$ cat src/rtl/cpr_pkg.sv
// Shared types and constants for the controller poll responder.
`timescale 1ns / 1ps

package cpr_pkg;

    localparam int unsigned BYTE_W     = 8;
    localparam int unsigned BTN_W      = 16;
    localparam int unsigned RESP_MAX   = 10;
    localparam int unsigned RESP_CNT_W = $clog2(RESP_MAX + 1);
    localparam int unsigned ARG_MAX    = 4;
    localparam int unsigned ARG_IDX_W  = $clog2(ARG_MAX);
    localparam int unsigned ARGS_W     = 3;
    localparam int unsigned APB_AW     = 3;
    localparam int unsigned APB_DW     = 32;

    typedef logic [BYTE_W-1:0] byte_t;

    // Command codes seen on the bus.
    localparam byte_t CMD_ID       = 8'h00;
    localparam byte_t CMD_RESET    = 8'hFF;
    localparam byte_t CMD_POLL     = 8'h40;
    localparam byte_t CMD_ORIGIN   = 8'h41;
    localparam byte_t CMD_CALIB    = 8'h42;
    localparam byte_t CMD_LONG     = 8'h43;
    localparam byte_t CMD_VERSION  = 8'h44;
    localparam byte_t CMD_UPDATE   = 8'h45;

    // Response bytes and report fill values.
    localparam byte_t ID_BYTE0     = 8'h09;
    localparam byte_t ID_BYTE2     = 8'h03;
    localparam byte_t UPD_REJECT   = 8'h01;
    localparam byte_t ORIGIN_BTN   = 8'h80;
    localparam byte_t STICK_CENTER = 8'h7F;
    localparam byte_t NIBBLE_MASK  = 8'hF0;

    // Poll report packing modes.
    localparam logic [2:0] MODE_STD    = 3'd0;
    localparam logic [2:0] MODE_1      = 3'd1;
    localparam logic [2:0] MODE_2      = 3'd2;
    localparam logic [2:0] MODE_3      = 3'd3;
    localparam logic [2:0] MODE_4      = 3'd4;
    localparam logic [2:0] MODE_FULL   = 3'd5;
    localparam logic [2:0] MODE_ORIGIN = 3'd6;
    localparam byte_t      MODE_TOP    = 8'h04;

    // Configuration register indexes.
    localparam logic CFG_MAX_UPDATE = 1'b0;
    localparam logic CFG_TIMEOUT    = 1'b1;

    localparam logic [31:0] MAX_UPDATE_RST = 32'd2093056;
    localparam byte_t       TIMEOUT_RST    = 8'd48;

    // One input transaction.
    typedef struct packed {
        logic        cmd;
        byte_t       rx_byte;
        logic [15:0] buttons;
        byte_t       lstick_x;
        byte_t       lstick_y;
        byte_t       rstick_x;
        byte_t       rstick_y;
        byte_t       ltrig;
        byte_t       rtrig;
    } in_item_t;

    // A complete response run before it is shifted out.
    typedef struct packed {
        logic [RESP_MAX-1:0][BYTE_W-1:0] bytes;
        logic [RESP_CNT_W-1:0]           len;
        logic                            upd;
        logic                            org;
    } resp_t;

    localparam logic cmd_byte = 1'b0;

endpackage

$ cat src/rtl/cpr_in_if.sv
// Input channel interface: received bytes, ticks and controller state.
`timescale 1ns / 1ps

interface cpr_in_if;
    import cpr_pkg::*;

    logic        valid;
    logic        ready;
    logic        cmd;
    byte_t       rx_byte;
    logic [15:0] buttons;
    byte_t       lstick_x;
    byte_t       lstick_y;
    byte_t       rstick_x;
    byte_t       rstick_y;
    byte_t       ltrig;
    byte_t       rtrig;

    modport source (
        output valid, cmd, rx_byte, buttons, lstick_x, lstick_y,
               rstick_x, rstick_y, ltrig, rtrig,
        input  ready
    );

    modport sink (
        input  valid, cmd, rx_byte, buttons, lstick_x, lstick_y,
               rstick_x, rstick_y, ltrig, rtrig,
        output ready
    );
endinterface

$ cat src/rtl/cpr_out_if.sv
// Output channel interface: response bytes with run markers.
`timescale 1ns / 1ps

interface cpr_out_if;
    import cpr_pkg::*;

    logic  valid;
    logic  ready;
    byte_t tx_byte;
    logic  last_byte;
    logic  enter_update;
    logic  clear_origin;

    modport source (
        output valid, tx_byte, last_byte, enter_update, clear_origin,
        input  ready
    );

    modport sink (
        input  valid, tx_byte, last_byte, enter_update, clear_origin,
        output ready
    );
endinterface

$ cat src/rtl/controller_poll_responder_unit.sv
// Top level of the controller poll responder: request decoder and response shifter.
`timescale 1ns / 1ps

// Device side of a game-controller serial bus.
//
// in_ch carries one transaction per received bus byte (cmd = 0) or per time
// tick (cmd = 1), together with the current button, stick and trigger state.
// out_ch delivers the response as a run of byte transactions; last_byte marks
// the final byte of a run, and enter_update / clear_origin ride on that byte.
//
// An accepted transaction lands in an input register. When the output side is free
// it is decoded against the request state and, when it completes a request, the
// whole response (1, 3, 8 or 10 bytes) is loaded into a shift buffer, whose
// register offers the first response byte. The buffer then emits one byte per
// cycle while the receiver is ready. Transactions that produce no response pass
// at one per cycle while the buffer is free; a request's run holds the output
// side, and the next transaction is decoded in the cycle its last byte goes.
//
// If the receiver stalls, the buffer holds its bytes and the input register
// keeps one further transaction before in_ch.ready drops. Reset clears the
// request state, empties both stages and loads the configuration defaults
// (maximum update size 2093056, timeout 48 ticks). Configuration is written
// over the APB port; registers sit at byte addresses 0 and 4.
module controller_poll_responder_unit (
    input  logic                         clk,
    input  logic                         rst_n,
    cpr_in_if.sink                       in_ch,
    cpr_out_if.source                    out_ch,
    input  logic                         psel,
    input  logic                         penable,
    input  logic                         pwrite,
    input  logic [cpr_pkg::APB_AW-1:0]   paddr,
    input  logic [cpr_pkg::APB_DW-1:0]   pwdata,
    output logic [cpr_pkg::APB_DW-1:0]   prdata,
    output logic                         pready
);
    import cpr_pkg::*;

    // Number of argument bytes that follow a command byte.
    function automatic logic [ARGS_W-1:0] arg_count(input byte_t c);
        logic [ARGS_W-1:0] n;
        n = '0;
        if (c == CMD_POLL || c == CMD_CALIB || c == CMD_LONG)
        begin
            n = ARGS_W'(2);
        end
        else if (c == CMD_UPDATE)
        begin
            n = ARGS_W'(4);
        end
        return n;
    endfunction

    // High nibble of one value and high nibble of another in one byte.
    function automatic byte_t pack_nib(input byte_t hi, input byte_t lo);
        return (hi & NIBBLE_MASK) | (lo >> 4);
    endfunction

    // Builds a poll report in the given packing mode.
    function automatic resp_t poll_report(input logic [2:0] mode, input in_item_t it,
                                          input logic org);
        resp_t r;
        r       = '0;
        r.len   = RESP_CNT_W'(8);
        r.org   = org;
        if (mode == MODE_ORIGIN)
        begin
            r.bytes[1] = ORIGIN_BTN;
            r.bytes[2] = STICK_CENTER;
            r.bytes[3] = STICK_CENTER;
            r.bytes[4] = STICK_CENTER;
            r.bytes[5] = STICK_CENTER;
            r.len      = RESP_CNT_W'(RESP_MAX);
        end
        else
        begin
            r.bytes[0] = it.buttons[15:8];
            r.bytes[1] = it.buttons[7:0];
            r.bytes[2] = it.lstick_x;
            r.bytes[3] = it.lstick_y;
            case (mode)
                MODE_STD:
                begin
                    r.bytes[4] = it.rstick_x;
                    r.bytes[5] = it.rstick_y;
                    r.bytes[6] = pack_nib(it.ltrig, it.rtrig);
                end
                MODE_1:
                begin
                    r.bytes[4] = pack_nib(it.rstick_x, it.rstick_y);
                    r.bytes[5] = it.ltrig;
                    r.bytes[6] = it.rtrig;
                end
                MODE_2:
                begin
                    r.bytes[4] = pack_nib(it.rstick_x, it.rstick_y);
                    r.bytes[5] = pack_nib(it.ltrig, it.rtrig);
                end
                MODE_3:
                begin
                    r.bytes[4] = it.rstick_x;
                    r.bytes[5] = it.rstick_y;
                    r.bytes[6] = it.ltrig;
                    r.bytes[7] = it.rtrig;
                end
                MODE_4:
                begin
                    r.bytes[4] = it.rstick_x;
                    r.bytes[5] = it.rstick_y;
                end
                default:
                begin
                    r.bytes[4] = it.rstick_x;
                    r.bytes[5] = it.rstick_y;
                    r.bytes[6] = it.ltrig;
                    r.bytes[7] = it.rtrig;
                    r.len      = RESP_CNT_W'(RESP_MAX);
                end
            endcase
        end
        return r;
    endfunction

    // Configuration registers.
    logic [31:0] max_update_reg;
    byte_t       timeout_reg;
    logic        cfg_wr;

    // Input stage.
    in_item_t    in_item_reg;
    logic        in_vld_reg;
    logic        in_vld_next;

    // Request state.
    logic              busy_reg,    busy_next;
    byte_t             pend_reg,    pend_next;
    logic [ARGS_W-1:0] left_reg,    left_next;
    byte_t             gap_reg,     gap_next;
    byte_t             arg_reg [ARG_MAX];
    byte_t             arg_view [ARG_MAX];
    logic              arg_wr;
    logic [ARG_IDX_W-1:0] arg_idx;
    logic [ARGS_W-1:0] n_new;
    logic [ARGS_W-1:0] n_pend;
    logic [ARGS_W-1:0] idx_full;

    // Response shift buffer.
    logic [RESP_MAX-1:0][BYTE_W-1:0] buf_reg, buf_next;
    logic [RESP_CNT_W-1:0]           cnt_reg, cnt_next;
    logic                            upd_reg, upd_next;
    logic                            org_reg, org_next;

    logic        pop;
    logic        buf_free;
    logic        proc;
    logic        fin;
    byte_t       fcmd;
    resp_t       resp;
    logic [31:0] upd_size;
    logic [2:0]  poll_mode;

    // ------------------------------------------------------------------
    // APB configuration port. Writes complete in the access phase; the
    // register is selected by address bit 2.
    // ------------------------------------------------------------------
    assign pready = 1'b1;
    assign cfg_wr = psel & penable & pwrite & pready;

    always_ff @(posedge clk or negedge rst_n)
    begin
        if (!rst_n)
        begin
            max_update_reg <= MAX_UPDATE_RST;
            timeout_reg    <= TIMEOUT_RST;
        end
        else if (cfg_wr)
        begin
            unique case (paddr[2])
                CFG_MAX_UPDATE: max_update_reg <= pwdata[31:0];
                CFG_TIMEOUT:    timeout_reg    <= pwdata[BYTE_W-1:0];
                default:        ;
            endcase
        end
    end

    always_comb
    begin
        unique case (paddr[2])
            CFG_MAX_UPDATE: prdata = max_update_reg;
            CFG_TIMEOUT:    prdata = {{(APB_DW-BYTE_W){1'b0}}, timeout_reg};
            default:        prdata = '0;
        endcase
    end

    // ------------------------------------------------------------------
    // Handshakes. The decode stage fires when the buffer is empty or its
    // final byte leaves in this cycle, so runs follow each other without
    // a gap.
    // ------------------------------------------------------------------
    assign pop      = out_ch.valid & out_ch.ready;
    assign buf_free = (cnt_reg == '0) || (cnt_reg == RESP_CNT_W'(1) && out_ch.ready);
    assign proc     = in_vld_reg & buf_free;
    assign in_ch.ready = ~in_vld_reg | buf_free;

    always_comb
    begin
        in_vld_next = in_vld_reg;
        if (in_ch.valid && in_ch.ready)
        begin
            in_vld_next = 1'b1;
        end
        else if (proc)
        begin
            in_vld_next = 1'b0;
        end
    end

    always_ff @(posedge clk)
    begin
        if (in_ch.valid && in_ch.ready)
        begin
            in_item_reg.cmd      <= in_ch.cmd;
            in_item_reg.rx_byte  <= in_ch.rx_byte;
            in_item_reg.buttons  <= in_ch.buttons;
            in_item_reg.lstick_x <= in_ch.lstick_x;
            in_item_reg.lstick_y <= in_ch.lstick_y;
            in_item_reg.rstick_x <= in_ch.rstick_x;
            in_item_reg.rstick_y <= in_ch.rstick_y;
            in_item_reg.ltrig    <= in_ch.ltrig;
            in_item_reg.rtrig    <= in_ch.rtrig;
        end
    end

    // ------------------------------------------------------------------
    // Request decode. A byte while idle is a command; a byte while busy is
    // an argument. A tick while busy either counts the gap or, once the gap
    // has reached the timeout, drops the request without a response.
    // ------------------------------------------------------------------
    assign n_new    = arg_count(in_item_reg.rx_byte);
    assign n_pend   = arg_count(pend_reg);
    assign idx_full = n_pend - left_reg;
    assign arg_idx  = idx_full[ARG_IDX_W-1:0];

    always_comb
    begin
        busy_next = busy_reg;
        pend_next = pend_reg;
        left_next = left_reg;
        gap_next  = gap_reg;
        arg_wr    = 1'b0;
        fin       = 1'b0;
        fcmd      = in_item_reg.rx_byte;
        if (proc)
        begin
            if (in_item_reg.cmd != cmd_byte)
            begin
                if (busy_reg)
                begin
                    if (gap_reg >= timeout_reg)
                    begin
                        busy_next = 1'b0;
                        left_next = '0;
                        gap_next  = '0;
                    end
                    else
                    begin
                        gap_next = gap_reg + 8'd1;
                    end
                end
            end
            else if (!busy_reg)
            begin
                if (n_new == '0)
                begin
                    fin = 1'b1;
                end
                else
                begin
                    busy_next = 1'b1;
                    pend_next = in_item_reg.rx_byte;
                    left_next = n_new;
                    gap_next  = '0;
                end
            end
            else
            begin
                arg_wr    = 1'b1;
                left_next = left_reg - ARGS_W'(1);
                gap_next  = '0;
                if (left_reg == ARGS_W'(1))
                begin
                    busy_next = 1'b0;
                    fin       = 1'b1;
                    fcmd      = pend_reg;
                end
            end
        end
    end

    // Argument bytes as they will stand after this cycle's write, so the
    // final argument of a request is visible to its own response.
    always_comb
    begin
        for (int i = 0; i < ARG_MAX; i++)
        begin
            arg_view[i] = (arg_wr && arg_idx == ARG_IDX_W'(i)) ? in_item_reg.rx_byte
                                                                : arg_reg[i];
        end
    end

    always_ff @(posedge clk)
    begin
        if (arg_wr)
        begin
            arg_reg[arg_idx] <= in_item_reg.rx_byte;
        end
    end

    // ------------------------------------------------------------------
    // Response build for the command that completes in this cycle.
    // ------------------------------------------------------------------
    assign upd_size  = {arg_view[3], arg_view[2], arg_view[1], arg_view[0]};
    assign poll_mode = (arg_view[0] > MODE_TOP) ? MODE_STD : arg_view[0][2:0];

    always_comb
    begin
        resp = '0;
        if (fin)
        begin
            case (fcmd)
                CMD_ID, CMD_RESET:
                begin
                    resp.bytes[0] = ID_BYTE0;
                    resp.bytes[2] = ID_BYTE2;
                    resp.len      = RESP_CNT_W'(3);
                end
                CMD_VERSION:
                begin
                    resp.len = RESP_CNT_W'(3);
                end
                CMD_UPDATE:
                begin
                    resp.len = RESP_CNT_W'(1);
                    if (upd_size <= max_update_reg)
                    begin
                        resp.upd = 1'b1;
                    end
                    else
                    begin
                        resp.bytes[0] = UPD_REJECT;
                    end
                end
                CMD_POLL:
                begin
                    resp = poll_report(poll_mode, in_item_reg, 1'b0);
                end
                CMD_ORIGIN:
                begin
                    resp = poll_report(MODE_ORIGIN, in_item_reg, 1'b1);
                end
                CMD_CALIB, CMD_LONG:
                begin
                    resp = poll_report(MODE_FULL, in_item_reg, 1'b0);
                end
                default:
                begin
                    resp = '0;
                end
            endcase
        end
    end

    // ------------------------------------------------------------------
    // Response shift buffer: byte 0 is on the output; each transaction
    // moves the run down by one byte.
    // ------------------------------------------------------------------
    always_comb
    begin
        buf_next = buf_reg;
        cnt_next = cnt_reg;
        upd_next = upd_reg;
        org_next = org_reg;
        if (pop)
        begin
            buf_next = buf_reg >> BYTE_W;
            cnt_next = cnt_reg - RESP_CNT_W'(1);
        end
        if (resp.len != '0)
        begin
            buf_next = resp.bytes;
            cnt_next = resp.len;
            upd_next = resp.upd;
            org_next = resp.org;
        end
    end

    always_ff @(posedge clk)
    begin
        buf_reg <= buf_next;
        upd_reg <= upd_next;
        org_reg <= org_next;
    end

    always_ff @(posedge clk or negedge rst_n)
    begin
        if (!rst_n)
        begin
            in_vld_reg <= 1'b0;
            busy_reg   <= 1'b0;
            pend_reg   <= '0;
            left_reg   <= '0;
            gap_reg    <= '0;
            cnt_reg    <= '0;
        end
        else
        begin
            in_vld_reg <= in_vld_next;
            busy_reg   <= busy_next;
            pend_reg   <= pend_next;
            left_reg   <= left_next;
            gap_reg    <= gap_next;
            cnt_reg    <= cnt_next;
        end
    end

    assign out_ch.valid        = (cnt_reg != '0);
    assign out_ch.tx_byte      = buf_reg[0];
    assign out_ch.last_byte    = (cnt_reg == RESP_CNT_W'(1));
    assign out_ch.enter_update = upd_reg & (cnt_reg == RESP_CNT_W'(1));
    assign out_ch.clear_origin = org_reg & (cnt_reg == RESP_CNT_W'(1));

endmodule
$ cat src/flat_wrapper.sv
// flat-port wrapper written by rule: the top's interface ports become plain ports
module controller_poll_responder_unit_flat import cpr_pkg::*;
  (clk, rst_n, psel, penable, pwrite, paddr, pwdata, prdata, pready, in_ch_valid, in_ch_cmd, in_ch_rx_byte, in_ch_buttons, in_ch_lstick_x, in_ch_lstick_y, in_ch_rstick_x, in_ch_rstick_y, in_ch_ltrig, in_ch_rtrig, in_ch_ready, out_ch_valid, out_ch_tx_byte, out_ch_last_byte, out_ch_enter_update, out_ch_clear_origin, out_ch_ready);
  cpr_in_if in_ch_i ();
  cpr_out_if out_ch_i ();
  input  logic clk;
  input  logic rst_n;
  input  logic psel;
  input  logic penable;
  input  logic pwrite;
  input  logic [cpr_pkg::APB_AW-1:0] paddr;
  input  logic [cpr_pkg::APB_DW-1:0] pwdata;
  output logic [cpr_pkg::APB_DW-1:0] prdata;
  output logic pready;
  input wire logic [$bits(in_ch_i.valid)-1:0] in_ch_valid;
  input wire logic [$bits(in_ch_i.cmd)-1:0] in_ch_cmd;
  input wire logic [$bits(in_ch_i.rx_byte)-1:0] in_ch_rx_byte;
  input wire logic [$bits(in_ch_i.buttons)-1:0] in_ch_buttons;
  input wire logic [$bits(in_ch_i.lstick_x)-1:0] in_ch_lstick_x;
  input wire logic [$bits(in_ch_i.lstick_y)-1:0] in_ch_lstick_y;
  input wire logic [$bits(in_ch_i.rstick_x)-1:0] in_ch_rstick_x;
  input wire logic [$bits(in_ch_i.rstick_y)-1:0] in_ch_rstick_y;
  input wire logic [$bits(in_ch_i.ltrig)-1:0] in_ch_ltrig;
  input wire logic [$bits(in_ch_i.rtrig)-1:0] in_ch_rtrig;
  output wire logic [$bits(in_ch_i.ready)-1:0] in_ch_ready;
  output wire logic [$bits(out_ch_i.valid)-1:0] out_ch_valid;
  output wire logic [$bits(out_ch_i.tx_byte)-1:0] out_ch_tx_byte;
  output wire logic [$bits(out_ch_i.last_byte)-1:0] out_ch_last_byte;
  output wire logic [$bits(out_ch_i.enter_update)-1:0] out_ch_enter_update;
  output wire logic [$bits(out_ch_i.clear_origin)-1:0] out_ch_clear_origin;
  input wire logic [$bits(out_ch_i.ready)-1:0] out_ch_ready;
  assign in_ch_i.valid = in_ch_valid;
  assign in_ch_i.cmd = in_ch_cmd;
  assign in_ch_i.rx_byte = in_ch_rx_byte;
  assign in_ch_i.buttons = in_ch_buttons;
  assign in_ch_i.lstick_x = in_ch_lstick_x;
  assign in_ch_i.lstick_y = in_ch_lstick_y;
  assign in_ch_i.rstick_x = in_ch_rstick_x;
  assign in_ch_i.rstick_y = in_ch_rstick_y;
  assign in_ch_i.ltrig = in_ch_ltrig;
  assign in_ch_i.rtrig = in_ch_rtrig;
  assign in_ch_ready = in_ch_i.ready;
  assign out_ch_valid = out_ch_i.valid;
  assign out_ch_tx_byte = out_ch_i.tx_byte;
  assign out_ch_last_byte = out_ch_i.last_byte;
  assign out_ch_enter_update = out_ch_i.enter_update;
  assign out_ch_clear_origin = out_ch_i.clear_origin;
  assign out_ch_i.ready = out_ch_ready;
  controller_poll_responder_unit u_core (.clk(clk), .rst_n(rst_n), .in_ch(in_ch_i), .out_ch(out_ch_i), .psel(psel), .penable(penable), .pwrite(pwrite), .paddr(paddr), .pwdata(pwdata), .prdata(prdata), .pready(pready));
endmodule
$ cat config.mk
export PLATFORM = sky130hd
export DESIGN_NAME = controller_poll_responder_unit_flat
export DESIGN_NICKNAME = d
export VERILOG_FILES = /design/src/rtl/cpr_pkg.sv /design/src/rtl/cpr_in_if.sv /design/src/rtl/cpr_out_if.sv /design/src/rtl/controller_poll_responder_unit.sv /design/src/flat_wrapper.sv
export SDC_FILE = /design/constraint.sdc
export NUM_CORES = 1
export LEC_CHECK = 0
export BUFFER_PORTS_ARGS = -buffer_cell sky130_fd_sc_hd__buf_2
export CAP_MARGIN = 20
export CORE_UTILIZATION = 62
export CTS_CLUSTER_SIZE = 40
export DETAILED_ROUTE_END_ITERATION = 8
export PLACE_DENSITY = 0.83
export SYNTH_ARGS = -nofsm -noshare
export SYNTH_HDL_FRONTEND = slang
export SYNTH_SLANG_ARGS = --single-unit
$ cat constraint.sdc
create_clock -name clk -period 9.7 [get_ports clk]
set_input_delay 0.97 -clock clk [delete_from_list [all_inputs] [get_ports clk]]
set_output_delay 0.97 -clock clk [all_outputs]
set_load 0.01 [all_outputs]
==> qor.yml <==
placed_design:
  io_buffers: 157
  dpl.hpwl_um: 15880
  place_congestion: 0.8218
yosys:
  async_flop_share_pct: 27.54
  synth_area_um2: 11350
  synth_area_leaders: "edfxtp_1 45%, dfrtp_1 12%, mux2_2 6.3%"
  syn_nets: 1122
  synth.most_common_cell: "edfxtp_1"
  yosysTopAreaCell: "edfxtp_1"
  yosys.area.top_type_share_pct: 45.24
  synth_enable_flop_cells: 171
  yosysSeqAreaShare_pct: 59.69
  syn_inst: 962
  synth_flop_cell: "edfxtp_1"
  synthTopCellsByCount: "171 x edfxtp_1, 137 x nand2_1, 77 x o21ai_0"
  synth.avg_cell_area_um2: 11.80
  ys_ff_latch: 236
  yosys_warnings: 0
  synth_cell_types: 75
die:
  ios: 161
  rows: 49
  core_um2: 17960
  start_util_pct: 63.19
  die_h_um: 137.3
  fp.dieArea_um2: 18850
  die_w_um: 137.3
pwr:
  p_sw_share_pct: 29.37
  power_density_nw_per_um2: 226.2
  leakagePower_uw: 0.005404
  p_sw_uw: 863.2
  clkPwrFrac_pct: 29.5
  seqPwrFrac_pct: 49.7
  p_int_uw: 2076
  pwr-share-comb_pct: 20.8
  vdd_drop_max_v: 0.0002519
final_layout:
  diodes: 0
  area_delta_synth_final_pct: 14.47
  finish.utilization_pct: 72.33
  multi_input_area_um2: 4138
  fillCellCount: 1179
  final_layout_size_suffix_gt1_share_pct: 25.73
  area.sequential_um2: 6775
  nets: 1266
  largest_reg_flops: 73
setup_path:
  end_kind: "register"
  worstPathArrival_ns: 5.11
  crit_required_ns: 9.95
  path_max_fanout: 16
  ff2ff_path_depth: 17
  path_class: "register to register"
  crit_path_start_kind: "register"
grt:
  grt_max_degree: 83
  antenna_found_initial: 0
  track_usage_pct: 25.33
  overflow: 0
  grt_pass1_wl_um: 36950
  first_global_vias: 7538
drt:
  first_pass_iters: 5
  routedWlPerCell_um: 17.54
  drc: 0
  route.vias.total: 7892
  drt_iter0_drc: 708
  via_per_inst: 5.837
  antenna_left: 0
  drt-total-wl_um: 23710
cts:
  cts.htree.levels: 1
  cts_tree: "done"
  post_cts_resized: 0
  post_cts_buffers: 0
  root_buffer: "clkbuf_16"
  cts_inserted_buffers: 25
  clock_sinks: 236
  insertion_delay_ns: 0.51
  cts.path.max_buffers: 3
  path_clk_slew_ns: 0.06
  holdBufCountCts: 0
sta:
  slew_headroom_pct: 33.14
  period_share_pct: 50.10
  fin_crit_ns: 4.860
  hold_viol: 0
  tightest_slew_ns: 1.002
  fin_worst_skew_ns: 0.01100
  fmax_ghz: 0.2058
  setup_tns_ns: 0
  rsz0062_at_grt: "false"
  setup_viol_count_final: 0
  drv_slew: 0
flow_run:
  cap_viol_max_count: 0
min_path:
  min_path_cells: 1
  hold_class: "register to register"
run_status:
  status: "finished, final reports clean"
placed cells by master (no fill, tap or decap), types with 7 or more instances in the layout:
cell       synthesis  layout
a21o_1            10      10
a21oi_1           24      24
a221oi_1          11      11
and2_1            18      17
and3_1             8       8
buf_2              3     157
clkbuf_1          28       7
clkbuf_16          0      25
dfrtp_1           54      54
dfstp_2           11      11
edfxtp_1         171     171
ha_1              45      45
inv_1             54      54
mux2_2            64      64
mux2i_1           11      11
nand2_1          137     136
nand2b_1          14      14
nand3_1            9       9
nand4_1           12      12
nor2_1            61      60
nor2b_1            7       7
nor3_1            13      13
o211ai_1           7       7
o21ai_0           77      77
path summary, 6_finish.rpt:
path | startpoint | slack (ns) | end
max | u_core.cnt_reg[0] | 4.84 | u_core.out_ch.tx_byte[0]
max reg2reg | u_core.cnt_reg[0] | 4.84 | u_core.out_ch.tx_byte[0]
min in group asynchronous | rst_n | 0.64 | u_core.max_update_reg[23]
min reg2reg | u_core.pend_reg[6] | 0.49 | u_core.pend_reg[6]
min | u_core.pend_reg[6] | 0.49 | u_core.pend_reg[6]
max in group asynchronous | rst_n | 8.50 | u_core.cnt_reg[0]
cell families (layout without fill, tap and decap cells):
| logic type | count (synthesis) | after routing | synth area share, % |
|---|---|---|---|
| AO/OA/AOI/OAI | 186 | 186 | 10.53 |
| other | 1 | 1 | 0.03304 |
| adder cells (fa/ha/maj) | 45 | 45 | 4.960 |
| multiplexers | 75 | 75 | 7.319 |
| buffers and inverters | 103 | 264 | 4.045 |
| XOR/XNOR | 8 | 8 | 0.6173 |
| flip-flops | 236 | 236 | 59.69 |
| AND/OR/NAND/NOR | 308 | 308 | 12.81 |
routing by layer:
metal	vias to the layer above	global-route usage [%]	routed length (um)
li1	3779	-	-
met1	3800	34.49	10190
met2	273	42.45	11680
met3	40	3.974	1390
met4	0	6.777	446
met5	-	0	0
through the flow:
step                std cells  hold slack, ns  cell area, um2  setup slack, ns  power [uW]
floorplan                 962          0.4487           11350            5.032        1878
global placement         1307          0.4776           12240            4.425        2044
detailed placement       1307          0.4744           12240            4.420        2082
CTS                      1351          0.4898           12980            4.772        2953
global route             1352          0.5138           12990            4.364        3083
finish                   1352          0.4948           12990            4.840        2939
power groups by stage:
stage	Clock [uW]	Sequential (uW)	Combinational [uW]
2_1_floorplan	0	1430	447
3_5_place_dp	0	1480	604
6_report	866	1460	611
3_3_place_gp	0	1470	575
4_1_cts	881	1460	612
5_1_grt	918	1480	683
area by class of cell:
type / count / area share [%]
multi-input combinational: 623 / 31.84
inverter: 56 / 1.618
timing repair buffer: 164 / 6.509
sequential: 236 / 52.14
clock buffer: 35 / 5.335
clock inverter: 9 / 0.3467
tap: 229 / 2.205
worst max-delay path: stages (launching register included):
cell and delay [ns]:
dfrtp_1 0.37, inv_1 0.10, ha_1 0.23, a21oi_1 0.52
or4_4 0.29, nand2b_1 0.39, clkinv_1 0.52, nand2_1 0.19
nand2_1 0.07, ha_1 0.31, a2111oi_0 0.39, o21ai_0 0.14
a21oi_1 0.14, nor4_1 0.06, a211oi_1 0.19, o21ai_0 0.21
o221ai_1 0.37, a2bb2oi_1 0.11
Power figures use the tool's default switching activity.
